<file path="src/eav_pkg.sv">
`timescale 1ns / 1ps

package eav_pkg;

  localparam logic [7:0] CH_LBRACKET = 8'h5b;
  localparam logic [7:0] CH_RBRACKET = 8'h5d;
  localparam logic [7:0] CH_COLON    = 8'h3a;
  localparam logic [7:0] CH_ZERO     = 8'h30;
  localparam logic [7:0] CH_NINE     = 8'h39;

  localparam int unsigned PFX_LEN = 4;
  localparam logic [7:0] TCP_PREFIX [PFX_LEN] = '{8'h74, 8'h63, 8'h70, 8'h2f};

  localparam logic [2:0] PFX_STRIPPED = 3'd4;
  localparam logic [2:0] PFX_NONE     = 3'd5;

  localparam logic [15:0] PORT_MAX = 16'hffff;

  typedef enum logic [1:0] {
    PH_INSIDE = 2'd0,
    PH_CLOSED = 2'd1,
    PH_PORT   = 2'd2
  } eav_phase_t;

  typedef struct packed {
    logic [15:0] value;
    logic        overflow;
    logic        nondigit;
    logic        empty;
  } eav_port_t;

  typedef struct packed {
    logic [2:0] prefix;
    logic       bracket_form;
    eav_phase_t bracket_phase;
    eav_port_t  port;
    logic       colon_seen;
    logic       colon_at_start;
    logic       failed;
  } eav_state_t;

  localparam eav_port_t PORT_CLEAR = '{
    value: 16'd0, overflow: 1'b0, nondigit: 1'b0, empty: 1'b1
  };

  localparam eav_state_t STATE_CLEAR = '{
    prefix: 3'd0, bracket_form: 1'b0, bracket_phase: PH_INSIDE, port: PORT_CLEAR,
    colon_seen: 1'b0, colon_at_start: 1'b0, failed: 1'b0
  };

endpackage

</file>
<file path="src/eav_step.sv">
`timescale 1ns / 1ps

module eav_step #(
  parameter int unsigned MAX_LEN = 256,
  parameter int unsigned CNT_W   = $clog2(MAX_LEN + 2)
) (
  input  logic [CNT_W-1:0]   count_i,
  input  eav_pkg::eav_state_t state_i,
  input  logic               has_char,
  input  logic [7:0]         char_code,
  output logic [CNT_W-1:0]   count_o,
  output eav_pkg::eav_state_t state_o,
  output logic               dialable_o
);
  import eav_pkg::*;

  localparam logic [CNT_W-1:0] CNT_MAX  = CNT_W'(MAX_LEN);
  localparam logic [CNT_W-1:0] CNT_SAT  = CNT_W'(MAX_LEN + 1);
  localparam logic [CNT_W-1:0] POS_PFX0 = CNT_W'(PFX_LEN);
  localparam logic [CNT_W-1:0] POS_PFX1 = CNT_W'(PFX_LEN + 1);

  function automatic eav_port_t port_take(eav_port_t p, logic [7:0] c);
    eav_port_t  r;
    logic [19:0] v;
    r = p;
    v = 20'(p.value) * 20'd10 + 20'(c - CH_ZERO);
    r.empty = 1'b0;
    if (c < CH_ZERO || c > CH_NINE) begin
      r.nondigit = 1'b1;
    end else if (!p.overflow) begin
      if (v > 20'(PORT_MAX)) begin
        r.overflow = 1'b1;
      end else begin
        r.value = v[15:0];
      end
    end
    return r;
  endfunction

  eav_state_t       st;
  logic [CNT_W-1:0] cnt;
  logic             take;
  logic             sidx0;
  logic             sidx1;
  logic             form_ok;

  always_comb begin
    st    = state_i;
    cnt   = count_i;
    take  = 1'b0;
    sidx0 = 1'b0;
    sidx1 = 1'b0;
    if (has_char && count_i <= CNT_MAX) begin
      if (count_i == CNT_MAX) begin
        cnt = CNT_SAT;
      end else begin
        cnt = count_i + CNT_W'(1);
        if (!st.failed) begin
          take = 1'b1;
          if (st.prefix < PFX_STRIPPED) begin
            if (count_i == CNT_W'(st.prefix) && char_code == TCP_PREFIX[st.prefix[1:0]]) begin
              st.prefix = st.prefix + 3'd1;
              take      = 1'b0;
            end else begin
              st.prefix = PFX_NONE;
            end
          end
        end
      end
    end
    if (take) begin
      sidx0 = (st.prefix == PFX_STRIPPED) ? (count_i == POS_PFX0) : (count_i == '0);
      sidx1 = (st.prefix == PFX_STRIPPED) ? (count_i == POS_PFX1) : (count_i == CNT_W'(1));
      if (sidx0 && char_code == CH_LBRACKET) begin
        st.bracket_form  = 1'b1;
        st.bracket_phase = PH_INSIDE;
      end else if (st.bracket_form) begin
        case (st.bracket_phase)
          PH_INSIDE: begin
            if (char_code == CH_RBRACKET) begin
              if (sidx1) begin
                st.failed = 1'b1;
              end else begin
                st.bracket_phase = PH_CLOSED;
              end
            end
          end
          PH_CLOSED: begin
            if (char_code == CH_COLON) begin
              st.bracket_phase = PH_PORT;
              st.port          = PORT_CLEAR;
            end else begin
              st.failed = 1'b1;
            end
          end
          default: begin
            st.port = port_take(st.port, char_code);
          end
        endcase
      end else if (char_code == CH_COLON) begin
        st.colon_seen     = 1'b1;
        st.colon_at_start = sidx0;
        st.port           = PORT_CLEAR;
      end else begin
        st.port = port_take(st.port, char_code);
      end
    end
  end

  always_comb begin
    form_ok = st.bracket_form ? (st.bracket_phase == PH_PORT)
                              : (st.colon_seen && !st.colon_at_start);
    dialable_o = (cnt != '0) && (cnt <= CNT_MAX) && !st.failed && form_ok &&
                 !st.port.empty && !st.port.nondigit && !st.port.overflow &&
                 (st.port.value != 16'd0);
  end

  assign count_o = cnt;
  assign state_o = st;

endmodule

</file>
<file path="src/endpoint_address_validator.sv">
`timescale 1ns / 1ps

// Checks an endpoint string such as "tcp/host:7447" or "[::1]:80" that arrives
// at most one character per request, and returns one dialable verdict on the request
// that carries last. A request is taken in every cycle while the result register
// is free or being emptied, and a string's verdict is registered and appears in the
// cycle after its last request is taken; the only limit is the single result
// register, which stalls input while a verdict waits and out_stall is high.
// Strings longer than MAX_LEN characters are rejected.
module endpoint_address_validator #(
  parameter int unsigned MAX_LEN = 256
) (
  input  logic       clk,
  input  logic       rst_n,
  input  logic       in_valid,
  output logic       in_stall,
  input  logic       in_has_char,
  input  logic [7:0] in_char_code,
  input  logic       in_last,
  output logic       out_valid,
  input  logic       out_stall,
  output logic       out_dialable
);
  import eav_pkg::*;

  localparam int unsigned CNT_W = $clog2(MAX_LEN + 2);

  logic [CNT_W-1:0] count_r;
  logic [CNT_W-1:0] count_nxt;
  eav_state_t       state_r;
  eav_state_t       state_nxt;
  logic             out_valid_r;
  logic             out_dialable_r;
  logic             verdict;
  logic             in_acc;
  logic             out_acc;

  assign in_stall = out_valid_r && out_stall;
  assign in_acc   = in_valid && !in_stall;
  assign out_acc  = out_valid_r && !out_stall;

  eav_step #(
    .MAX_LEN (MAX_LEN),
    .CNT_W   (CNT_W)
  ) u_step (
    .count_i    (count_r),
    .state_i    (state_r),
    .has_char   (in_has_char),
    .char_code  (in_char_code),
    .count_o    (count_nxt),
    .state_o    (state_nxt),
    .dialable_o (verdict)
  );

  always_ff @(posedge clk) begin
    if (!rst_n) begin
      count_r     <= '0;
      state_r     <= STATE_CLEAR;
      out_valid_r <= 1'b0;
    end else begin
      if (in_acc) begin
        if (in_last) begin
          count_r <= '0;
          state_r <= STATE_CLEAR;
        end else begin
          count_r <= count_nxt;
          state_r <= state_nxt;
        end
      end
      if (in_acc && in_last) begin
        out_valid_r <= 1'b1;
      end else if (out_acc) begin
        out_valid_r <= 1'b0;
      end
    end
  end

  always_ff @(posedge clk) begin
    if (in_acc && in_last) begin
      out_dialable_r <= verdict;
    end
  end

  assign out_valid    = out_valid_r;
  assign out_dialable = out_dialable_r;

`ifndef SYNTHESIS
  a_last_gives_result: assert property (@(posedge clk) disable iff (!rst_n)
    in_acc && in_last |=> out_valid_r)
    else $error("last request did not produce a result");

  a_last_clears_state: assert property (@(posedge clk) disable iff (!rst_n)
    in_acc && in_last |=> count_r == '0 && state_r == STATE_CLEAR)
    else $error("state not cleared after verdict");

  a_count_bound: assert property (@(posedge clk) disable iff (!rst_n)
    count_r <= CNT_W'(MAX_LEN + 1))
    else $error("character count beyond saturation");

  a_empty_request_holds: assert property (@(posedge clk) disable iff (!rst_n)
    in_acc && !in_last && !in_has_char |=> $stable(count_r) && $stable(state_r))
    else $error("request without character changed state");

  a_phase_plain_form: assert property (@(posedge clk) disable iff (!rst_n)
    !state_r.bracket_form |-> state_r.bracket_phase == PH_INSIDE)
    else $error("bracket phase moved outside bracketed form");
`endif

endmodule
</file>
<file path="config.mk">
export PLATFORM = sky130hd
export DESIGN_NAME = endpoint_address_validator
export DESIGN_NICKNAME = d
export VERILOG_FILES = /design/src/eav_pkg.sv /design/src/eav_step.sv /design/src/endpoint_address_validator.sv
export SDC_FILE = /design/constraint.sdc
export NUM_CORES = 1
export LEC_CHECK = 0
export ABC_AREA = 1
export BUFFER_PORTS_ARGS = -buffer_cell sky130_fd_sc_hd__buf_2
export CORE_MARGIN = 1
export CORE_UTILIZATION = 49
export CTS_BUF_LIST = sky130_fd_sc_hd__clkbuf_4 sky130_fd_sc_hd__clkbuf_8
export CTS_CLUSTER_SIZE = 40
export DETAILED_ROUTE_END_ITERATION = 8
export PLACE_DENSITY = 0.65
export SYNTH_ARGS = -nofsm -noshare
export SYNTH_HDL_FRONTEND = slang
export SYNTH_SLANG_ARGS = --single-unit
</file>
<file path="constraint.sdc">
create_clock -name clk -period 5.8 [get_ports clk]
set_input_delay 1.16 -clock clk [delete_from_list [all_inputs] [get_ports clk]]
set_output_delay 1.16 -clock clk [all_outputs]
set_load 0.05 [all_outputs]
</file>
# Word level (Yosys, flattened, before mapping)
# Cells that the tools add are included.
dict set report classes {
  n_reduce_logical 28
  shift 0
  n_eq_ne 12
  n_lt_le_gt_ge 7
  bitwise 1
  multipliers 1
  add_sub_neg 4
  div 0
  n_mux 46
}
# cell count
set ops {}
lappend ops {{two-way mux 19 bit} 2}
lappend ops {{case mux 19 bit (2 select lines)} 1}
lappend ops {{two-way mux 17 bit} 2}
lappend ops {{two-way mux 28 bit} 1}
lappend ops {{two-way mux 9 bit} 3}
lappend ops {{two-way mux 25 bit} 1}
lappend ops {{two-way mux 22 bit} 1}
lappend ops {{two-way mux 21 bit} 1}
lappend ops {{adder 20 bit} 1}
lappend ops {{greater-than comparator 20 x 16 -> 1 bit (second input constant)} 1}
lappend ops {{multiplier 16 x 3 -> 19 bit (second input constant)} 1}
lappend ops {{equality test 9 x 3 -> 1 bit (second input constant)} 2}
lappend ops {{<= comparator 9 bit (second input constant)} 2}
lappend ops {{two-way mux 1 bit} 17}
lappend ops {{binary-select mux 8 bit (select 2 bit)} 1}
lappend ops {{equality test 8 x 7 -> 1 bit (second input constant)} 2}
lappend ops {{two-way mux 16 bit} 1}
lappend ops {{two-way mux 8 bit} 2}
lappend ops {{nonzero test 16 bit} 1}
lappend ops {{logical AND 1 bit} 15}
lappend ops {{two-way mux 3 bit} 5}
lappend ops {{two-way mux 2 bit} 6}
lappend ops {{adder 9 x 1 -> 9 bit (second input constant)} 1}
lappend ops {{equality test 9 x 1 -> 1 bit (second input constant)} 1}
lappend ops {{22 further kinds} 28}
dict set report word_totals {
  memories 0
  input_bits 14
  wordCells 112
  ram_bits 0
  latchBits 0
  rom_bits 0
  ff_bits 39
}

# Longest topological paths before layout
# Gate-level depths: netlist (run 1).
dict set report depth {
  word_depth 27
  depth_mapped 38
  depth_no_buf 38
}

# By module
# A second synthesis (run 1) with hierarchy kept.
dict set report hier_totals {
  cells_unflattened 1011
  area_unflattened_um2 5655.4
}
# module seq_area_each_um2 cells_each n_inst area_each_um2
set modules_own_cells {}
lappend modules_own_cells {eav_step 0.0 690 1 3734.8}
lappend modules_own_cells {endpoint_address_validator 790.8 321 1 1920.6}

# Least setup slack after synthesis (run 1)
# Ideal clock, no wire load.
dict set report synth_path {
  path_kind {flip-flop to flip-flop}
  start {register state_r[9] (netlist bit)}
  end {register out_dialable_r (netlist: out_dialable) (data pin)}
  path_stages_with_launch 38
  required_time_ps 5548
  setup_time_ps 252
  t_arrival_ps 4255
  path_slack_ps 1293
  period_less_slack_ps 4507
  path_cell_list {dfxtp_1 > ha_1 > ha_1 > fa_1 > nand3_1 > nand2_1 > nand2_1 > o211ai_1 > nand2_1 > nand2_1 > a21o_1 > a21oi_1 > o21bai_1 > nand2_1 > nand2_1 > a21oi_1 > xor2_1 > ha_1 > [... 2 more ...] > nor2_1 > nand3_1 > inv_1 > nand2_1 > nand2_1 > nand3_1 > nor2_4 > nand2_2 > nand2_1 > nand2_1 > nand2_1 > nand2_1 > nand2_1 > nand2_1 > nor2_1 > nand2_1 > nor2_1 > nor2_1}
}
dict set report synth_via {
  elab_chain_cells 13
}
# item line_no
set synth_rtl {}
lappend synth_rtl {{start, declared} endpoint_address_validator.sv:30} ;# eav_state_t state_r;
lappend synth_rtl {{start signal, assigned} endpoint_address_validator.sv:67} ;# state_r <= state_nxt;
lappend synth_rtl {{multiplier 16 x 3 -> 19 bit} eav_step.sv:26} ;# v = 20'(p.value) * 20'd10 + 20'(c - CH_ZERO);
lappend synth_rtl {{adder 20 bit} eav_step.sv:26}
lappend synth_rtl {{greater-than comparator 20 x 16 -> 1 bit} eav_step.sv:31} ;# if (v > 20'(PORT_MAX)) begin
lappend synth_rtl {{two-way mux 1 bit} eav_step.sv:31}
lappend synth_rtl {{two-way mux 17 bit} eav_step.sv:30} ;# end else if (!p.overflow) begin
lappend synth_rtl {{two-way mux 17 bit} eav_step.sv:28} ;# if (c < CH_ZERO || c > CH_NINE) begin
lappend synth_rtl {{case mux 19 bit (2 select lines) / two-way mux 19 bit (equally long branches)} {eav_step.sv:78, eav_step.sv:100}}
lappend synth_rtl {{two-way mux 19 bit} eav_step.sv:77} ;# end else if (st.bracket_form) begin
lappend synth_rtl {{two-way mux 22 bit} eav_step.sv:74} ;# if (sidx0 && char_code == CH_LBRACKET) begin
lappend synth_rtl {{two-way mux 25 bit *} eav_step.sv:71} ;# if (take) begin
lappend synth_rtl {{branches (longest 2 deep; another with nonzero test 16 bit)} -}
lappend synth_rtl {{logical AND 1 bit *} eav_step.sv:114} ;# !st.port.empty && !st.port.nondigit && !st.port.overflow &&
lappend synth_rtl {{via u_step.dialable_o} eav_step.sv:13} ;# output logic dialable_o
lappend synth_rtl {{end signal, assigned} endpoint_address_validator.sv:80} ;# out_dialable_r <= verdict;
lappend synth_rtl {{end, declared} endpoint_address_validator.sv:33} ;# logic out_dialable_r;
# Mark *: on every way through the listed nets, which the timed path passes.
# A chain may end at the register's enable or synchronous reset.

# Final worst setup path (run 1)
# Same ends and word-level chain as after synthesis.

==> results.sh, run 1 <==
export IMPL_cp_max_fo=10
export IMPL_io_buffers=16
export IMPL_r2r_start="state_r[9]"
export IMPL_worst_slew_pin_slew_ps=1040
export IMPL_cts_max_level=2
export IMPL_crit_start="state_r[9]"
export IMPL_r2r_cells=37
export IMPL_die_h_um=107
export IMPL_grtUsageTotal=0.267
export IMPL_synth_top_area_frac=0.227
export IMPL_io_pins=17
export IMPL_setup_viol=0
export IMPL_synthDistinctLibCells=42
export IMPL_p_leak_nw=3.09
export IMPL_yosysMostFrequentCell="nand2_1"
export IMPL_synthesis_nets=1027
export IMPL_drc=0
export IMPL_critPathKind="flip-flop to flip-flop"
export IMPL_nets=1034
export IMPL_start_util=0.511
export IMPL_synth_area_per_cell_um2=5.59
export IMPL_yosys_area_top_type="nand2_1"
export IMPL_placed_cell_area_um2=5520
export IMPL_max_cap_violations=0
export IMPL_worstHoldPathType="flip-flop to flip-flop"
export IMPL_dp_cells=1089
export IMPL_drt_wl_total_mm=14.4
export IMPL_via_per_inst=5.18
export IMPL_clkSinkCount=39
export IMPL_final_util=0.541
export IMPL_gr_total_overflow=0
export IMPL_clock_latency_ps=310
export IMPL_async_flop_share=0
export IMPL_diodes=0
export IMPL_synth_seq_area_share=0.148
export IMPL_ys_ff_latch=39
export IMPL_skew_ps=13.4
export IMPL_core_area_um2=10500
export IMPL_place_hpwl_mm=11.4
export IMPL_clockRootBuffer="clkbuf_8"
export IMPL_clk_pin_slew_worst_paths_ps=90
export IMPL_yosysWarnings=0
export IMPL_hold_viol_final=0
export IMPL_stdcell_area_um2=5660
export IMPL_netlist_area_um2=5350
export IMPL_clock_path_buffers=2
export IMPL_finalCritPeriodShare=0.915
export IMPL_die_w_um=107
export IMPL_drt_iter0_drc=331
export IMPL_areaGrowthSynthToFinish_pct=5.80
export IMPL_cpPeakStageDelay_ps=470
export IMPL_ctsHoldBuffers=0
export IMPL_relSlewSlack=0.305
export IMPL_maxSlewViolCount=0
export IMPL_synth_edf_count=1
export IMPL_timing_rr_end="out_dialable"
export IMPL_power_density_nw_per_um2=132
export IMPL_path_delay_family="simple AND/OR/NAND/NOR gates"
export IMPL_grt_max_degree=39
export IMPL_required_ps=5860
export IMPL_final_cells=1100
export IMPL_yosys_top_cells_area="nand2_1, dfxtp_1, ha_1"
export IMPL_vias=5698
export IMPL_cp_slowest_cell="dfxtp_1"
export IMPL_num_rows=37
export IMPL_netlist_instances=957
export IMPL_synth_common_cells="nand2_1, inv_1, nor2_1"
export IMPL_fmax_mhz=188
export IMPL_dr_pass1_iters=5
export IMPL_die_area_um2=11300
export IMPL_path_depth=37
export IMPL_cts_tree="yes"
export IMPL_cts_made_buffers=5
export IMPL_outcome="finished, final reports clean"
export IMPL_grt_pass1_vias=5311
export IMPL_start_kind="flip-flop"
export IMPL_arrival_ps=5370
export IMPL_wl_per_cell_um=13.1
export IMPL_ant_nets=0
export IMPL_cp_common_cell="nand2_1"
export IMPL_antenna_found_initial=0
export IMPL_setup_worst_path_end="out_dialable"
export IMPL_r2r_setup_slack_ps=490
export IMPL_end_kind="flip-flop"
export IMPL_grt_pass1_wl_mm=24.5
export IMPL_fin_crit_ps=5310
export IMPL_worst_path_buf_inv=1
export IMPL_ir_worst_vdd_uv=104
export IMPL_drive_gt1_frac=0.0571
export IMPL_ys_flop_type="dfxtp_1"
export IMPL_gp_congestion=0.856
export IMPL_whs_ps=463
==> how the worst min path moves through the flow <==
stage / slack [ps] / start / cells past startpoint / to
final: 460 / state_r[1] / 2 / state_r[1]
after global routing: 490 / count_r[6] / 2 / count_r[6]
after CTS: 470 / state_r[1] / 2 / state_r[1]
after detailed placement: 460 / state_r[3] / 2 / state_r[3]
after global placement: 450 / state_r[3] / 2 / state_r[3]
after floorplan: 440 / state_r[3] / 2 / state_r[3]
==> layout make-up <==
cell class	instances	area [um^2]
fillers	1159	4800
multi-input cells	758	3940
flip-flops and latches	39	791
inverters	136	510
well taps	136	170
repair buffers	24	140
clock buffers	5	68.8
clock inverters	2	37.5
==> worst reg2reg max path, delay by kind of cell (launching register included) <==
| family | cells | cell delay (ps) |
|---|---|---|
| flops | 1 | 470 |
| xor+xnor | 1 | 190 |
| buf+inv | 1 | 70 |
| simple gates | 25 | 2290 |
| compound gates | 6 | 810 |
| fa+ha+maj | 4 | 1240 |
==> placed cells by master (no fill, tap or decap), types with 14 or more instances in the layout <==
master     n
o21ai_0   33
dfxtp_1   38
nand3_1   80
xor2_1    16
nand2_1  323
xnor2_1   14
inv_1    128
nand4_1   14
buf_2     16
ha_1      54
a21oi_1   69
nor2_1    93
==> what timing repair did <==
| action | in CTS | in global routing |
|---|---|---|
| endpoints found under the hold margin | 0 | 0 |
| endpoints found under the setup margin | 0 | 1 |
| gates resized for setup | 0 | 1 |
| buffers inserted | 0 | 4 |
==> metrics by stage <==
step	TNS [ps]	worst slack [ps]	power, mW
after floorplan	0	1290	0.453
after global placement	0	535	0.508
after detailed placement	0	467	0.509
after CTS	0	438	0.741
after global routing	-12.2	-12.2	0.795
final	0	495	0.748
==> sequential cells by signal (all words and copies together) (netlist names) <==
name	flops
out_valid	1
out_dialable	1
state_r	28
count_r	9
==> routing by layer <==
layer  track usage  vias up  share of wire
met5             0        -              0
met2         0.489       94           0.48
met1         0.324     2509           0.46
li1              -     3066              -
met4        0.0841        0          0.028
met3        0.0294       29          0.026
==> cells by family after synthesis <==
logic type / synth area share
xor gates and xnor gates: 0.0491
and+or+nand+nor: 0.433
DFF: 0.148
adders and majority gates: 0.134
buffers and inverters: 0.116
AOI/OAI and AO/OA: 0.120
==> where the power goes <==
group / internal (mW) / switching (mW)
Sequential: 0.274 / 0.00821
Clock: 0.126 / 0.110
Combinational: 0.0782 / 0.152
No activity file was read; power rests on OpenSTA's default activity.
==> run 2: changes to the inputs <==
--- a/config.mk
+++ b/config.mk
@@ -6,6 +6,7 @@
 export NUM_CORES = 1
 export LEC_CHECK = 0
 export ABC_AREA = 1
+export ABC_CLOCK_PERIOD_IN_PS = 5800
 export BUFFER_PORTS_ARGS = -buffer_cell sky130_fd_sc_hd__buf_2
 export CORE_MARGIN = 1
 export CORE_UTILIZATION = 49
==> constraint.sdc (replaced) <==
create_clock -name clk -period 5.8 [get_ports clk]
set_input_delay 0.29 -clock clk [delete_from_list [all_inputs] [get_ports clk]]
set_output_delay 0.29 -clock clk [all_outputs]
set_load 0.05 [all_outputs]
==> run 2 against run 1 <==
Clock power barely moved. Hold slack got worse by 240 ps. Critical path depth unchanged. Clock-buffer cell count is the same. Final cell count hardly changed. Via count decreased by 0.49%. Largest cell class unchanged. Die area is the same. First-iteration DRC count shrank 3.3%. Sequential share of layout area about the same. Register-to-register slack better by 90 ps. Design area fell by 0.11%. Wire length increased by 0.41%.
==> results.sh, run 2 (synthesis gave the netlist of run 1 again) <==
export IMPL_outcome="finished, final reports clean"
export IMPL_finalSetupTns_ps=0
export IMPL_reg_top3="state_r: 28 flops, count_r: 9 flops"
export IMPL_core_area_um2=10500
export IMPL_start_kind="flip-flop"
export IMPL_worst_slew_pin_slew_ps=1070
export IMPL_clock_latency_ps=310
export IMPL_max_cap_violations=0
export IMPL_rsz0062_at_grt="no"
export IMPL_combPwrFrac=0.308
export IMPL_wl_met3_um=515
export IMPL_io_buffers=16
export IMPL_layout_commonest_cell="nand2_1"
export IMPL_drive_gt1_frac=0.0571
export IMPL_diodes=0
export IMPL_clockRootBuffer="clkbuf_8"
export IMPL_cts_tree="yes"
export IMPL_routed_wl_met2_mm=7.14
export IMPL_ir_worst_vdd_uv=130
export IMPL_whs_ps=219
export IMPL_vias=5670
export IMPL_gr_total_overflow=0
export IMPL_drt_wl_total_mm=14.5
export IMPL_grt_pass1_wl_mm=25.3
export IMPL_required_ps=5870
export IMPL_start_util=0.511
export IMPL_ant_nets=0
export IMPL_areaGrowthSynthToFinish_pct=5.68
export IMPL_nets=1033
export IMPL_end_kind="flip-flop"
export IMPL_die_w_um=107
export IMPL_drc=0
export IMPL_cpPeakStageDelay_ps=420
export IMPL_maxSlewViolCount=0
export IMPL_fin_crit_ps=5210
export IMPL_cp_slowest_cell="dfxtp_1"
export IMPL_p_leak_nw=3.08
export IMPL_die_area_um2=11300
export IMPL_clkSinkCount=39
export IMPL_clock_path_buffers=2
export IMPL_finalCritPeriodShare=0.899
export IMPL_dr_pass1_iters=5
export IMPL_antenna_found_initial=0
export IMPL_cp_max_fo=10
export IMPL_met1_length_mm=6.52
export IMPL_grt_pass1_vias=5529
export IMPL_num_rows=37
export IMPL_cts_made_buffers=5
export IMPL_power_density_nw_per_um2=132
export IMPL_cts_max_level=2
export IMPL_largest_register="state_r"
export IMPL_cell_internal_pwr_mw=0.478
export IMPL_clk_pin_slew_worst_paths_ps=90
export IMPL_largest_register_ffs=28
export IMPL_cp_common_cell="nand2_1"
export IMPL_power_frac_seq=0.379
export IMPL_fmax_mhz=192
export IMPL_arrival_ps=5290
export IMPL_grtUsageTotal=0.277
export IMPL_critPathKind="flip-flop to flip-flop"
export IMPL_grt_max_degree=39
export IMPL_io_pins=17
export IMPL_highest_signal_layer="met4"
export IMPL_via_per_inst=5.16
export IMPL_wl_per_cell_um=13.2
export IMPL_place_hpwl_mm=11.3
export IMPL_p_clk_frac=0.313
export IMPL_p_switching_mw=0.267
export IMPL_die_h_um=107
export IMPL_worstHoldPathType="input pin to flip-flop"
export IMPL_gp_congestion=0.851
export IMPL_relSlewSlack=0.285
export IMPL_setup_viol=0
export IMPL_drt_iter0_drc=320
export IMPL_switching_share=0.358
export IMPL_final_cell_mix="nand2_1, inv_1, nor2_1, nand3_1, a21oi_1"
export IMPL_hold_viol_final=0
export IMPL_skew_ps=10.0
==> run 2: final timing paths <==
| kind | startpoint | slack (ps) | cells after the start | end |
|---|---|---|---|---|
| max | state_r[7] | 590 | 37 | out_dialable |
| max reg2reg | state_r[7] | 590 | 37 | out_dialable |
| min | rst_n | 220 | 3 | out_valid |
| min reg2reg | state_r[1] | 470 | 2 | state_r[1] |
==> run 2: power by group through the flow <==
stage | clock [mW] | sequential (mW) | combinational [mW]
finish | 0.233 | 0.283 | 0.229
global route | 0.251 | 0.284 | 0.260
CTS | 0.234 | 0.282 | 0.220
detailed placement | 0 | 0.289 | 0.219
global placement | 0 | 0.289 | 0.219
floorplan | 0 | 0.288 | 0.166
==> run 2: stage by stage <==
stage | cell area (um^2) | setup WS [ps] | util | std cells | power, mW
after floorplan | 5350 | 1290 | - | 957 | 0.453
after global placement | 5520 | 560 | 0.527 | 1088 | 0.508
after detailed placement | 5520 | 502 | 0.527 | 1088 | 0.508
after CTS | 5620 | 459 | 0.537 | 1095 | 0.737
after global routing | 5660 | 34.1 | 0.541 | 1099 | 0.795
final | 5660 | 586 | 0.541 | 1099 | 0.745
==> run 2: critical path, delay by kind of cell (launching register included) <==
family,cells,cell delay [ps]
AND/OR/NAND/NOR,25,2270
adder cells (fa/ha/maj),4,1210
AO/OA/AOI/OAI,6,810
flip-flops,1,420
XOR/XNOR,1,190
buffers and inverters,1,60
==> run 2: per-layer routing <==
layer / global-route usage / vias to the layer above
li1: - / 3066
met1: 0.333 / 2483
met2: 0.510 / 91
met3: 0.0435 / 30
met4: 0.0665 / 0
met5: 0 / -
==> run 2: timing repair <==
item,CTS,global route
setup endpoints to repair,0,1
hold buffers,0,0
gates resized for setup,0,2
setup buffers,0,4
==> run 2: cell type report <==
type / count / area [um^2]
Clock buffer: 5 / 68.8
Clock inverter: 2 / 37.5
Fill cell: 1171 / 4810
Inverter: 136 / 510
Sequential cell: 39 / 792
Tap cell: 136 / 170
Multi-Input combinational cell: 758 / 3940
Timing Repair Buffer: 23 / 133
==> run 3: changes to the inputs <==
--- a/config.mk
+++ b/config.mk
@@ -8,12 +8,13 @@
 export ABC_AREA = 1
 export ABC_CLOCK_PERIOD_IN_PS = 5800
 export BUFFER_PORTS_ARGS = -buffer_cell sky130_fd_sc_hd__buf_2
-export CORE_MARGIN = 1
-export CORE_UTILIZATION = 49
+export CORE_MARGIN = 2
+export CORE_UTILIZATION = 41
 export CTS_BUF_LIST = sky130_fd_sc_hd__clkbuf_4 sky130_fd_sc_hd__clkbuf_8
 export CTS_CLUSTER_SIZE = 40
 export DETAILED_ROUTE_END_ITERATION = 8
-export PLACE_DENSITY = 0.65
+export GPL_TIMING_DRIVEN = 1
+export PLACE_DENSITY = 0.56
 export SYNTH_ARGS = -nofsm -noshare
 export SYNTH_HDL_FRONTEND = slang
 export SYNTH_SLANG_ARGS = --single-unit
==> run 3 against run 2 <==
Combinational power about the same. Global-route usage decreased by 5.4 points. Maximum frequency about the same. Clock skew increased by 6.6 ps. Total power decreased by 2.3%. Die area increased by 23%. Critical path depth unchanged. Worst setup slack got worse by 4.1 ps. Final cell count increased by 3.3%. Largest cell class unchanged.
==> results.sh, run 3 (synthesis gave the netlist of run 1 again) <==
export IMPL_combPwrFrac=0.315
export IMPL_cp_max_fo=10
export IMPL_grt_max_degree=39
export IMPL_setup_viol=0
export IMPL_core_area_um2=12700
export IMPL_arrival_ps=5300
export IMPL_critPathKind="flip-flop to flip-flop"
export IMPL_final_util=0.449
export IMPL_r2r_setup_slack_ps=580
export IMPL_drt_iter0_drc=343
export IMPL_skew_ps=16.6
export IMPL_max_cap_violations=0
export IMPL_cts_made_buffers=5
export IMPL_regArea_um2=793
export IMPL_hold_viol_final=0
export IMPL_maxSlewViolCount=0
export IMPL_antenna_found_initial=0
export IMPL_io_buffers=16
export IMPL_diodes=0
export IMPL_power_frac_seq=0.388
export IMPL_cp_common_cell="nand2_1"
export IMPL_worst_slew_pin_slew_ps=1130
export IMPL_cell_internal_pwr_mw=0.447
export IMPL_stdcell_area_um2=5680
export IMPL_finalCritPeriodShare=0.900
export IMPL_rsz0062_at_grt="no"
export IMPL_p_leak_nw=3.08
export IMPL_r2r_cells=37
export IMPL_clock_path_buffers=2
export IMPL_setup_ws_ps=582
export IMPL_grtUsageTotal=0.222
export IMPL_clock_latency_ps=320
export IMPL_placed_cell_area_um2=5570
export IMPL_grt_pass1_vias=5102
export IMPL_switching_share=0.385
export IMPL_outcome="finished, final reports clean"
export IMPL_drc=0
export IMPL_ant_nets=0
export IMPL_die_h_um=118
export IMPL_largest_register="state_r"
export IMPL_areaGrowthSynthToFinish_pct=6.20
export IMPL_preCtsSetupSlack_ps=482
export IMPL_required_ps=5890
export IMPL_holdPathStages=3
export IMPL_vias=5693
export IMPL_dr_pass1_iters=6
export IMPL_via_per_inst=5.02
export IMPL_p_switching_mw=0.281
export IMPL_io_pins=17
export IMPL_layout_commonest_cell="nand2_1"
export IMPL_die_area_um2=14000
export IMPL_drive_gt1_frac=0.0571
export IMPL_start_util=0.422
export IMPL_die_w_um=118
export IMPL_clockRootBuffer="clkbuf_8"
export IMPL_grt_pass1_wl_mm=25.4
export IMPL_largest_register_ffs=28
export IMPL_final_cell_mix="nand2_1, inv_1, nor2_1, nand3_1, a21oi_1"
export IMPL_reg_top3="state_r: 28 flops, count_r: 9 flops"
export IMPL_clkSinkCount=39
export IMPL_num_rows=41
export IMPL_dp_cells=1125
export IMPL_cp_slowest_cell="dfxtp_2"
export IMPL_end_kind="flip-flop"
export IMPL_relSlewSlack=0.248
export IMPL_worstHoldPathType="input pin to flip-flop"
export IMPL_final_cells=1135
export IMPL_ir_worst_vdd_uv=79.4
export IMPL_gp_congestion=0.862
export IMPL_power_density_nw_per_um2=128
export IMPL_wl_per_cell_um=13.6
export IMPL_cts_tree="yes"
export IMPL_drt_wl_total_mm=15.5
export IMPL_p_clk_frac=0.297
export IMPL_nets=1032
export IMPL_fmax_mhz=192
export IMPL_cts_max_level=2
export IMPL_clk_pin_slew_worst_paths_ps=100
export IMPL_finalSetupTns_ps=0
export IMPL_multiInputGateArea_um2=3940
export IMPL_fin_crit_ps=5220
export IMPL_start_kind="flip-flop"
export IMPL_ctsHoldBuffers=0
export IMPL_place_hpwl_mm=12.2
export IMPL_gr_total_overflow=0
export IMPL_cpPeakStageDelay_ps=420
export IMPL_nFillCells=1430
-- run 3: final timing paths --
kind | start | endpoint
max | state_r[9] | out_dialable
min | rst_n | out_valid
max reg2reg | state_r[9] | out_dialable
min reg2reg | state_r[1] | state_r[1]
-- run 3: critical path: cells and delay by family, from the launching register on --
kind / cells / cell delay, ps
and+or+nand+nor: 25 / 2270
adders and majority gates: 4 / 1190
AOI/OAI and AO/OA: 6 / 840
DFF: 1 / 420
xor gates and xnor gates: 1 / 180
buffers and inverters: 1 / 70
-- run 3: what timing repair did --
item | 4_1_cts | 5_1_grt
setup endpoints to repair | 0 | 1
setup buffers | 0 | 2
resized for setup | 0 | 2
-- run 3: layout make-up --
cell class                 instances  share of cell area
multi-input combinational        758               0.694
sequential                        39               0.140
inverter                         136              0.0898
tap                              172              0.0379
timing repair buffer              22              0.0220
clock buffer                       6              0.0145
clock inverter                     2             0.00264
-- run 3: power groups by stage --
stage | Sequential, mW | Clock [mW] | Combinational (mW)
final | 0.282 | 0.216 | 0.229
after global routing | 0.284 | 0.230 | 0.258
after CTS | 0.282 | 0.221 | 0.225
after detailed placement | 0.289 | 0 | 0.224
after global placement | 0.289 | 0 | 0.226
after floorplan | 0.288 | 0 | 0.166
-- run 3: routing by layer --
metal,global-route usage,share of wire,vias up
met1,0.293,0.48,2495
met2,0.380,0.47,106
met4,0.0633,0.020,0
met5,0,0,-
met3,0.0261,0.032,23
li1,-,-,3069
-- run 3: metrics by stage --
step / total power, mW / hold WS [ps]
after detailed placement: 0.513 / 453
after CTS: 0.728 / 208
after floorplan: 0.453 / 417
final: 0.728 / 216
after global placement: 0.514 / 456
after global routing: 0.772 / 232
